<file path="src/design/mtfb_pkg.sv">
`timescale 1ns / 1ps
// ----------------------------------------------------------------------------
// mtfb_pkg
// Shared types and constants of the telemetry frame builder: frame layout,
// frame kinds, register indexes and the slot carried by each byte cell.
// ----------------------------------------------------------------------------
package mtfb_pkg;

  // frame geometry
  localparam int FRAME_MAX = 17;
  localparam int LEN_W     = 5;
  localparam int PL_START  = 5;
  localparam logic [LEN_W-1:0] FRAME_OVERHEAD = 5'd6;

  // header characters
  localparam logic [7:0] CH_DOLLAR = 8'h24;
  localparam logic [7:0] CH_M      = 8'h4D;
  localparam logic [7:0] CH_GT     = 8'h3E;

  // payload sizes
  localparam logic [3:0] SIZE_ATTITUDE = 4'd6;
  localparam logic [3:0] SIZE_ANALOG   = 4'd7;
  localparam logic [3:0] SIZE_STATUS   = 4'd11;
  localparam logic [3:0] SIZE_BOX_IDS  = 4'd3;

  // fixed status payload bytes
  localparam logic [7:0] CYCLE_TIME_HI = 8'h1F;
  localparam logic [7:0] SENSOR_MASK   = 8'hFF;

  // frame kinds
  localparam logic [1:0] FUNC_ATTITUDE = 2'd0;
  localparam logic [1:0] FUNC_ANALOG   = 2'd1;
  localparam logic [1:0] FUNC_STATUS   = 2'd2;
  localparam logic [1:0] FUNC_BOX_IDS  = 2'd3;

  // configuration register indexes
  localparam int CFG_IDX_W = 3;
  localparam logic [CFG_IDX_W-1:0] REG_TELEMETRY_ENABLE = 3'd0;
  localparam logic [CFG_IDX_W-1:0] REG_ATTITUDE_COMMAND = 3'd1;
  localparam logic [CFG_IDX_W-1:0] REG_ANALOG_COMMAND   = 3'd2;
  localparam logic [CFG_IDX_W-1:0] REG_STATUS_COMMAND   = 3'd3;
  localparam logic [CFG_IDX_W-1:0] REG_BOX_IDS_COMMAND  = 3'd4;

  // command register reset values
  localparam logic [7:0] RST_ATTITUDE_COMMAND = 8'd108;
  localparam logic [7:0] RST_ANALOG_COMMAND   = 8'd110;
  localparam logic [7:0] RST_STATUS_COMMAND   = 8'd101;
  localparam logic [7:0] RST_BOX_IDS_COMMAND  = 8'd119;

  // one request as held while waiting for the cell row
  typedef struct packed {
    logic [1:0]         func;
    logic signed [15:0] roll_tenths;
    logic signed [15:0] pitch_tenths;
    logic signed [15:0] yaw_tenths;
    logic [7:0]         volts_tenths;
    logic [15:0]        charge_drawn;
    logic [15:0]        current_tenths;
    logic               is_armed;
    logic               angle_mode;
    logic               horizon_mode;
  } req_t;

  // command codes per frame kind
  typedef struct packed {
    logic [7:0] attitude_command;
    logic [7:0] analog_command;
    logic [7:0] status_command;
    logic [7:0] box_ids_command;
  } cmd_cfg_t;

  // content of one byte cell
  typedef struct packed {
    logic       valid;
    logic       last;
    logic [7:0] data;
  } slot_t;

  // per-cycle control common to every cell
  typedef struct packed {
    logic load;
    logic shift;
  } cell_ctl_t;

endpackage

</file>
<file path="src/design/msp_telemetry_frame_builder_top.sv">
`timescale 1ns / 1ps
// ----------------------------------------------------------------------------
// msp_telemetry_frame_builder_top
// Turns telemetry requests into response frames sent as a byte stream
// through a row of byte cells that advances one byte per cycle while out_stall is low.
// ----------------------------------------------------------------------------
//
//  channel  | handshake            | payload
//  ---------+----------------------+---------------------------------------
//  request  | in_valid / in_stall  | func, angles, analog and mode fields
//  frame    | out_valid / out_stall| frame_byte, last_byte
//  config   | cfg_valid / cfg_ready| cfg_index, cfg_data
//
//  A frame of 9 to 17 bytes leaves at one byte per cycle while out_stall is
//  low; the frame length sets the pace, so requests are taken one per frame,
//  with no gap between frames. A request taken while the row is empty waits
//  in the holding register, then loads into the row and shows its first byte.
//  One request waits in a holding register while the row drains; it loads
//  in the cycle the row's final byte leaves.
//  Reset clears the row and the holding register; command codes return to
//  their defaults and telemetry is disabled.
//  Requests taken while telemetry is disabled are dropped.
//
module msp_telemetry_frame_builder_top (
  input  logic               clk,
  input  logic               rst,
  // request channel
  input  logic               in_valid,
  output logic               in_stall,
  input  logic [1:0]         func,
  input  logic signed [15:0] roll_tenths,
  input  logic signed [15:0] pitch_tenths,
  input  logic signed [15:0] yaw_tenths,
  input  logic [7:0]         volts_tenths,
  input  logic [15:0]        charge_drawn,
  input  logic [15:0]        current_tenths,
  input  logic               is_armed,
  input  logic               angle_mode,
  input  logic               horizon_mode,
  // frame byte channel
  output logic               out_valid,
  input  logic               out_stall,
  output logic [7:0]         frame_byte,
  output logic               last_byte,
  // configuration channel
  input  logic               cfg_valid,
  output logic               cfg_ready,
  input  logic [mtfb_pkg::CFG_IDX_W-1:0] cfg_index,
  input  logic [7:0]         cfg_data
);

  logic                telemetry_enable;
  mtfb_pkg::cmd_cfg_t  cmd_cfg;
  logic                pend_valid;
  mtfb_pkg::req_t      pend_req;
  logic                in_accept;
  logic                drain;
  mtfb_pkg::cell_ctl_t ctl;
  mtfb_pkg::slot_t     load_slots [mtfb_pkg::FRAME_MAX];
  mtfb_pkg::slot_t     cell_slots [mtfb_pkg::FRAME_MAX];

  // configuration registers
  assign cfg_ready = 1'b1;

  always_ff @(posedge clk) begin
    if (rst) begin
      telemetry_enable         <= 1'b0;
      cmd_cfg.attitude_command <= mtfb_pkg::RST_ATTITUDE_COMMAND;
      cmd_cfg.analog_command   <= mtfb_pkg::RST_ANALOG_COMMAND;
      cmd_cfg.status_command   <= mtfb_pkg::RST_STATUS_COMMAND;
      cmd_cfg.box_ids_command  <= mtfb_pkg::RST_BOX_IDS_COMMAND;
    end else if (cfg_valid && cfg_ready) begin
      case (cfg_index)
        mtfb_pkg::REG_TELEMETRY_ENABLE: telemetry_enable         <= cfg_data[0];
        mtfb_pkg::REG_ATTITUDE_COMMAND: cmd_cfg.attitude_command <= cfg_data;
        mtfb_pkg::REG_ANALOG_COMMAND:   cmd_cfg.analog_command   <= cfg_data;
        mtfb_pkg::REG_STATUS_COMMAND:   cmd_cfg.status_command   <= cfg_data;
        mtfb_pkg::REG_BOX_IDS_COMMAND:  cmd_cfg.box_ids_command  <= cfg_data;
        default: ;
      endcase
    end
  end

  // row control: advance unless the head byte is held, reload once drained
  assign ctl.shift = !(cell_slots[0].valid && out_stall);
  assign drain     = !cell_slots[1].valid && (!cell_slots[0].valid || !out_stall);
  assign ctl.load  = pend_valid && drain;

  // request holding register
  assign in_stall  = pend_valid && !ctl.load;
  assign in_accept = in_valid && !in_stall;

  always_ff @(posedge clk) begin
    if (rst) begin
      pend_valid <= 1'b0;
    end else if (in_accept) begin
      pend_valid <= telemetry_enable;
    end else if (ctl.load) begin
      pend_valid <= 1'b0;
    end
  end

  always_ff @(posedge clk) begin
    if (in_accept) begin
      pend_req <= '{func: func, roll_tenths: roll_tenths, pitch_tenths: pitch_tenths,
                    yaw_tenths: yaw_tenths, volts_tenths: volts_tenths,
                    charge_drawn: charge_drawn, current_tenths: current_tenths,
                    is_armed: is_armed, angle_mode: angle_mode,
                    horizon_mode: horizon_mode};
    end
  end

  // frame layout of the waiting request
  mtfb_frame_gen u_frame_gen (
    .req     (pend_req),
    .cmd_cfg (cmd_cfg),
    .slots   (load_slots)
  );

  // row of byte cells, cell 0 drives the output
  for (genvar k = 0; k < mtfb_pkg::FRAME_MAX; k++) begin : g_cell
    mtfb_pkg::slot_t next_slot;
    if (k == mtfb_pkg::FRAME_MAX - 1) begin : g_tail
      assign next_slot = '0;
    end else begin : g_link
      assign next_slot = cell_slots[k+1];
    end
    mtfb_cell u_cell (
      .clk       (clk),
      .rst       (rst),
      .ctl       (ctl),
      .load_slot (load_slots[k]),
      .next_slot (next_slot),
      .slot      (cell_slots[k])
    );
  end

  // output port
  assign out_valid  = cell_slots[0].valid;
  assign frame_byte = cell_slots[0].data;
  assign last_byte  = cell_slots[0].last;

endmodule

</file>
<file path="src/design/mtfb_cell.sv">
`timescale 1ns / 1ps
// ----------------------------------------------------------------------------
// mtfb_cell
// One byte cell of the output row: loads its byte of a fresh frame or takes
// the byte of its upstream neighbor when the row advances.
// ----------------------------------------------------------------------------
module mtfb_cell (
  input  logic               clk,
  input  logic               rst,
  input  mtfb_pkg::cell_ctl_t ctl,
  input  mtfb_pkg::slot_t    load_slot,
  input  mtfb_pkg::slot_t    next_slot,
  output mtfb_pkg::slot_t    slot
);

  logic       valid;
  logic       last;
  logic [7:0] data;

  // occupancy flag
  always_ff @(posedge clk) begin
    if (rst) begin
      valid <= 1'b0;
    end else if (ctl.load) begin
      valid <= load_slot.valid;
    end else if (ctl.shift) begin
      valid <= next_slot.valid;
    end
  end

  // byte and end marker
  always_ff @(posedge clk) begin
    if (ctl.load) begin
      last <= load_slot.last;
      data <= load_slot.data;
    end else if (ctl.shift) begin
      last <= next_slot.last;
      data <= next_slot.data;
    end
  end

  assign slot = '{valid: valid, last: last, data: data};

endmodule

</file>
<file path="src/design/mtfb_frame_gen.sv">
`timescale 1ns / 1ps
// ----------------------------------------------------------------------------
// mtfb_frame_gen
// Lays out one complete response frame from a request: header, size,
// command, payload and xor checksum, one slot per cell of the row.
// ----------------------------------------------------------------------------
module mtfb_frame_gen (
  input  mtfb_pkg::req_t     req,
  input  mtfb_pkg::cmd_cfg_t cmd_cfg,
  output mtfb_pkg::slot_t    slots [mtfb_pkg::FRAME_MAX]
);

  logic [7:0]                 frame [mtfb_pkg::FRAME_MAX];
  logic [3:0]                 psize;
  logic [7:0]                 crc;
  logic [mtfb_pkg::LEN_W-1:0] total;
  logic [mtfb_pkg::LEN_W-1:0] last_idx;

  // byte layout per frame kind
  always_comb begin
    for (int i = 0; i < mtfb_pkg::FRAME_MAX; i++) begin
      frame[i] = 8'h00;
    end
    frame[0] = mtfb_pkg::CH_DOLLAR;
    frame[1] = mtfb_pkg::CH_M;
    frame[2] = mtfb_pkg::CH_GT;
    case (req.func)
      mtfb_pkg::FUNC_ATTITUDE: begin
        psize    = mtfb_pkg::SIZE_ATTITUDE;
        frame[4] = cmd_cfg.attitude_command;
        frame[5] = req.roll_tenths[7:0];
        frame[6] = req.roll_tenths[15:8];
        frame[7] = req.pitch_tenths[7:0];
        frame[8] = req.pitch_tenths[15:8];
        frame[9] = req.yaw_tenths[7:0];
        frame[10] = req.yaw_tenths[15:8];
      end
      mtfb_pkg::FUNC_ANALOG: begin
        psize     = mtfb_pkg::SIZE_ANALOG;
        frame[4]  = cmd_cfg.analog_command;
        frame[5]  = req.volts_tenths;
        frame[6]  = req.charge_drawn[7:0];
        frame[7]  = req.charge_drawn[15:8];
        frame[10] = req.current_tenths[7:0];
        frame[11] = req.current_tenths[15:8];
      end
      mtfb_pkg::FUNC_STATUS: begin
        psize     = mtfb_pkg::SIZE_STATUS;
        frame[4]  = cmd_cfg.status_command;
        frame[6]  = mtfb_pkg::CYCLE_TIME_HI;
        frame[9]  = mtfb_pkg::SENSOR_MASK;
        frame[10] = mtfb_pkg::SENSOR_MASK;
        frame[11] = {5'b00000, req.horizon_mode, req.angle_mode, req.is_armed};
      end
      default: begin
        psize    = mtfb_pkg::SIZE_BOX_IDS;
        frame[4] = cmd_cfg.box_ids_command;
        frame[6] = 8'd1;
        frame[7] = 8'd2;
      end
    endcase
    frame[3] = {4'b0000, psize};
  end

  // checksum: bytes past the payload are zero, so the xor spans the whole body
  always_comb begin
    crc = 8'h00;
    for (int i = 3; i < mtfb_pkg::FRAME_MAX - 1; i++) begin
      crc = crc ^ frame[i];
    end
  end

  assign total    = {1'b0, psize} + mtfb_pkg::FRAME_OVERHEAD;
  assign last_idx = total - 5'd1;

  // slot per cell, checksum placed right after the payload
  always_comb begin
    for (int i = 0; i < mtfb_pkg::FRAME_MAX; i++) begin
      slots[i].valid = (mtfb_pkg::LEN_W'(i) < total);
      slots[i].last  = (mtfb_pkg::LEN_W'(i) == last_idx);
      slots[i].data  = (mtfb_pkg::LEN_W'(i) == last_idx) ? crc : frame[i];
    end
  end

endmodule

</file>
<file path="config.mk">
export PLATFORM = sky130hd
export DESIGN_NAME = msp_telemetry_frame_builder_top
export DESIGN_NICKNAME = d
export VERILOG_FILES = /design/src/design/mtfb_pkg.sv /design/src/design/msp_telemetry_frame_builder_top.sv /design/src/design/mtfb_cell.sv /design/src/design/mtfb_frame_gen.sv
export SDC_FILE = /design/constraint.sdc
export NUM_CORES = 1
export LEC_CHECK = 0
export BUFFER_PORTS_ARGS = -buffer_cell sky130_fd_sc_hd__buf_2
export CAP_MARGIN = 20
export CORE_MARGIN = 4
export CORE_UTILIZATION = 55
export CTS_CLUSTER_DIAMETER = 120
export DETAILED_ROUTE_END_ITERATION = 10
export GPL_ROUTABILITY_DRIVEN = 0
export PLACE_DENSITY = 0.77
export RECOVER_POWER = 100
export SLEW_MARGIN = 20
export SYNTH_ARGS = -nofsm -noshare
export SYNTH_HDL_FRONTEND = slang
export SYNTH_HIERARCHICAL = 1
export SYNTH_SLANG_ARGS = --single-unit
</file>
<file path="constraint.sdc">
create_clock -name clk -period 3.2 [get_ports clk]
set_input_delay 0 -clock clk [delete_from_list [all_inputs] [get_ports clk]]
set_output_delay 0 -clock clk [all_outputs]
set_load 0.05 [all_outputs]
</file>
* Word level (Yosys, flattened, before mapping) *
Cells that the tools add are included.

storage, ports and cells
  register bits = 297
  input port bits = 109
  logic and storage cells = 266

operators by class
  add/subtract/negate cells = 2
  order comparisons = 17
  eq/ne operators = 23
  multiplexer cells = 129
  bitwise logic cells = 8
  reductions and logical operators = 20

operators by type and width
  kind                                                                          number
  8-bit two-way mux                                                             52
  8-bit one-hot mux with 3 select lines                                         4
  1-bit two-way mux                                                             69
  8-bit bitwise XOR                                                             7
  8-bit one-hot mux with 2 select lines                                         3
  4-bit by 5-bit equality test with 1-bit output (first input constant)         8
  4-bit by 5-bit less-than comparator with 1-bit output (first input constant)  8
  3-bit by 5-bit equality test with 1-bit output (first input constant)         4
  3-bit by 5-bit less-than comparator with 1-bit output (first input constant)  4
  4-bit one-hot mux with 3 select lines                                         1
  2-bit by 5-bit equality test with 1-bit output (first input constant)         2
  1-bit by 5-bit less-than comparator with 1-bit output (first input constant)  2
  2-bit by 5-bit less-than comparator with 1-bit output (first input constant)  2
  2-bit AND reduction                                                           5
  4-bit by 8-bit bitwise XOR with 8-bit output                                  1
  3-bit by 2-bit equality test with 1-bit output (second input constant)        2
  4-bit by 3-bit adder with 5-bit output (second input constant)                1
  1-bit by 5-bit equality test with 1-bit output (first input constant)         1
  5-bit equality test (first input constant)                                    1
  1-bit logical AND                                                             5
  1-bit zero test                                                               5
  5-bit zero test                                                               1
  5-bit less-than comparator (first input constant)                             1
  5-bit by 1-bit subtractor with 5-bit output (second input constant)           1
  9 further kinds                                                               9

* Longest topological paths before layout *
  depth after elaboration = 12
  mapped depth = 13
  gate-level depth less buffers = 9

* Hierarchy *
The synthesis kept the hierarchy.

modules (own cells, without submodules)
  module                           times used  cells an instance  area an instance (µm²)  sequential area each (µm²)
  mtfb_cell                        17          27                 489.2                   290.3
  msp_telemetry_frame_builder_top  1           231                4206.5                  3473.3
  mtfb_frame_gen                   1           384                2667.6                  0.0

* Worst setup path before layout *
OpenSTA, ideal clock, no wires.

  kind = reg-to-reg
  start = reg g_cell[0].u_cell.valid
  end = reg pend_req[0] (netlist name) (enable)
  arrival time = 2.869 ns
  path slack = -0.127 ns
  cell stages (with the launch flop) = 4
  path buffers = 1
  period minus slack after synthesis = 3.327 ns
  path through = dfxtp_1 -> buf_4 -> a21oi_1 -> o21a_1

between the ends
  longest elaborated chain between the ends = 8

RTL lines
  what                    line                                    text
  from (decl)             mtfb_cell.sv:16                         logic valid;
  from (signal assigned)  mtfb_cell.sv:25                         valid <= load_slot.valid;
  from (signal assigned)  mtfb_cell.sv:27                         valid <= next_slot.valid;
  1-bit zero test         msp_telemetry_frame_builder_top.sv:86   assign drain = !cell_slots[1].valid && (!cell_slots[0].valid || !out_stall);
  1-bit logical OR        msp_telemetry_frame_builder_top.sv:86
  1-bit logical AND       msp_telemetry_frame_builder_top.sv:86
  1-bit logical AND       msp_telemetry_frame_builder_top.sv:87   assign ctl.load = pend_valid && drain;
  1-bit zero test         msp_telemetry_frame_builder_top.sv:90   assign in_stall = pend_valid && !ctl.load;
  1-bit logical AND       msp_telemetry_frame_builder_top.sv:90
  1-bit zero test         msp_telemetry_frame_builder_top.sv:91   assign in_accept = in_valid && !in_stall;
  1-bit logical AND       msp_telemetry_frame_builder_top.sv:91
  via in_accept           msp_telemetry_frame_builder_top.sv:56   logic in_accept;
  to (signal assigned)    msp_telemetry_frame_builder_top.sv:105  pend_req <= '{func: func, roll_tenths: roll_tenths, pitch_tenths: pitch_tenths,
  to (decl)               msp_telemetry_frame_builder_top.sv:55   mtfb_pkg::req_t pend_req;

The timed path passes the listed nets, and every way through them passes these cells.
A chain may end at the register's enable or synchronous reset.

==> metrics <==
status finished, violations left; failing checks max-capacitance violations, max-slew violations; final wirelength 33,900 um; Root Driver clkbuf_16; Worst-Skew Late Latency 0.56 ns; # setup viols final 0; DR pass1 iterations 8; slowest cell on the critical path a221oi_1; Initial Util 56.2%; via count 8,928; total gr overflow 0; H-Tree Depth 1; Routed WL per cell 20.6 um; die width 174 um; Final Max Tran Viols 30; Crit Reg-Reg Startpoint pend_req[91]$_DFFE_PP_; number of routed nets with antenna violations 0; num rows 60; Max Fanout on Critical Path 35; ANT cells 0; Die Ht 174 um; Synth area leader edfxtp_1; worst stage delay on the critical path 0.53 ns; syn avg cell area 14.1 um^2; ys async rst share 0%; GRT Util Overall 21.9%; placed inst area 15,600 um^2; PwrDens 564 nW/um^2; number of port buffers 119; Max Root-Sink Buffers 3; ranking of synthesized cells by area edfxtp_1 (49%), mux2_4 (13%), dfxtp_1 (6.7%), buf_4 (5.4%), mux2i_1 (4.0%); CTS tree built; Min-Delay Startpoint out_stall; Req. time, crit path 3.52 ns; setup repair after global routing missed its margin no; YS warnings 6; DPL Wire Length 21,700 um; final period utilization 97.4%; Power Total 9.74 mW; number of global-route vias before repair 9,305; Synth top area share 48.6%; worst hold path type in2reg; largest net degree at the start of global routing 57; static leakage 6.80 nW; Fin. Hold Viols 0; share of layout cells above drive strength 1 20.8%; WHS 0.119 ns; DIE AREA 30,300 um^2; initial antenna violation count 0; crit start category flip-flop; mapped cell area 15,200 um^2; Cells after Synth 1,074; global-route wire length before repair 52,500 um; number of flops mapped to enable cells by yosys 246; TritonCTS buffer count 31; max_slew headroom -12.6%; Iter 0 DRT Violations 798; # DRC 0; fin area 17,300 um^2; Synth Register Bits 297; worst slew pin tran 1.69 ns; Synth top cells by count edfxtp_1 (246), mux2_4 (136), buf_4 (110), nor2_1 (92), mux2i_1 (60); WP data arrival 3.44 ns; post-route core utilization 63.9%; CP Cell Sequence buf_4, ha_4, buf_12, buf_4, a221oi_1, xnor2_1, or2_0, nand3_1, mux2_2, o2111ai_1, mux2_4; post-synthesis cell type count 54; Final #Nets 1,398; clock skew 0.0267 ns; CP Launch Point pend_req[91]$_DFFE_PP_; Area Overhead vs Synth 13.7%; CP Class reg2reg; clk slew on worst S/H paths 0.06 ns; CP endpoint kind flip-flop; fin crit period 3.12 ns; # Max-Cap Violations 1; Fmax 321 MHz; Ports 121; Top FF cell, synth edfxtp_1; total core area 27,000 um^2; Peak VDD IR 452 uV; post-synthesis sequential area ratio 55.3%; final setup TNS 0 ns; crit-path most repeated cell buf_4; Sink Count 297; routed vias/inst 5.42; count leader, synth edfxtp_1
## path summary, 6_finish.rpt
check,cells past startpoint,endpoint,slack (ns)
setup / recovery,11,g_cell[11].u_cell/data[2]$_DFFE_PP_,0.08
hold / removal,5,g_cell[2].u_cell/valid$_SDFFE_PP0P_,0.12
setup reg to reg,11,g_cell[11].u_cell/data[2]$_DFFE_PP_,0.08
hold reg to reg,2,telemetry_enable$_SDFFE_PP0P_,0.48
## registers in the layout (all words and copies together), names as in the netlist
register / count
g_cell.u_cell/data: 136
pend_req: 93
cmd_cfg: 32
g_cell.u_cell/last: 17
g_cell.u_cell/valid: 17
pend_valid: 1
telemetry_enable: 1
## cells in the final DEF, fill, tap and decap left out, types with 8 or more instances in the layout
cell type      synthesis  layout
a211oi_2              17      14
a21oi_1               14      14
a221oi_1              10      10
a22o_1                 8       8
a22oi_1               18      18
buf_12                 0       8
buf_2                 11      83
buf_4                110      20
clkbuf_1               8      43
clkbuf_16              0      31
clkinv_2               0       8
conb_1                 4      75
dfxtp_1               51      51
dlygate4sd3_1          0     107
edfxtp_1             246     246
inv_1                  9      11
inv_2                 18      16
mux2_1                 0     102
mux2_2                23      22
mux2_4               136      35
mux2i_1               60      60
nand2_1               35      35
nand2b_1              22      22
nand3_1               16      16
nor2_1                92      92
nor2b_1                1      11
o21ai_0               11      10
or2_0                  0      13
xnor2_1               26      24
## where the power goes
part,internal [mW],switching [mW],total [mW]
logic,0.667,0.773,1.44
registers,4.53,0.130,4.66
clock network,2.17,1.47,3.64
## layout make-up
class | instances | area [um^2]
multi-input cells | 663 | 5340
repair buffers | 261 | 1970
well taps | 341 | 427
fillers | 2025 | 9750
inverters | 27 | 101
flip-flops and latches | 297 | 8410
clock buffers | 35 | 791
clock inverters | 22 | 233
## logic make-up (layout without fill, tap and decap cells)
group / after synthesis / count (layout) / share of synthesized area [%]
AOI/OAI and AO/OA: 104 / 104 / 5.77
other: 4 / 75 / 0.0988
DFF: 297 / 297 / 55.3
buffers and inverters: 185 / 345 / 8.71
muxes: 219 / 219 / 19.1
and+or+nand+nor: 216 / 216 / 7.15
adders and majority gates: 8 / 8 / 0.659
xor gates and xnor gates: 41 / 41 / 3.15
## per-stage QoR
step | instances | worst slack, ns
2_1_floorplan | 1145 | 0.350
3_3_place_gp | 1481 | 0.183
3_5_place_dp | 1481 | 0.0598
4_1_cts | 1645 | 0.0277
5_1_grt | 1646 | 0.000550
6_report | 1646 | 0.0824
## repair_timing
action,in CTS,in global routing
buffers inserted,0,1
resized for setup,0,6
hold buffers,107,0
hold endpoints to repair,127,0
setup endpoints to repair,0,25
## critical path: cells and delay by family (launching register included)
kind                       cells  cell delay, ns
AOI/OAI and AO/OA              2            0.62
buffers and inverters          3            0.57
muxes                          2            0.44
DFF                            1            0.44
and+or+nand+nor                2            0.44
adders and majority gates      1            0.18
xor gates and xnor gates       1            0.18
## per-layer routing
metal	vias to the layer above	global-route usage, %	share of wire [%]
li1	4134	-	-
met1	4396	28.8	42
met2	335	38.5	50
met3	63	3.46	6.1
met4	0	4.75	2.3
met5	-	0	0
Power figures use the tool's default switching activity.
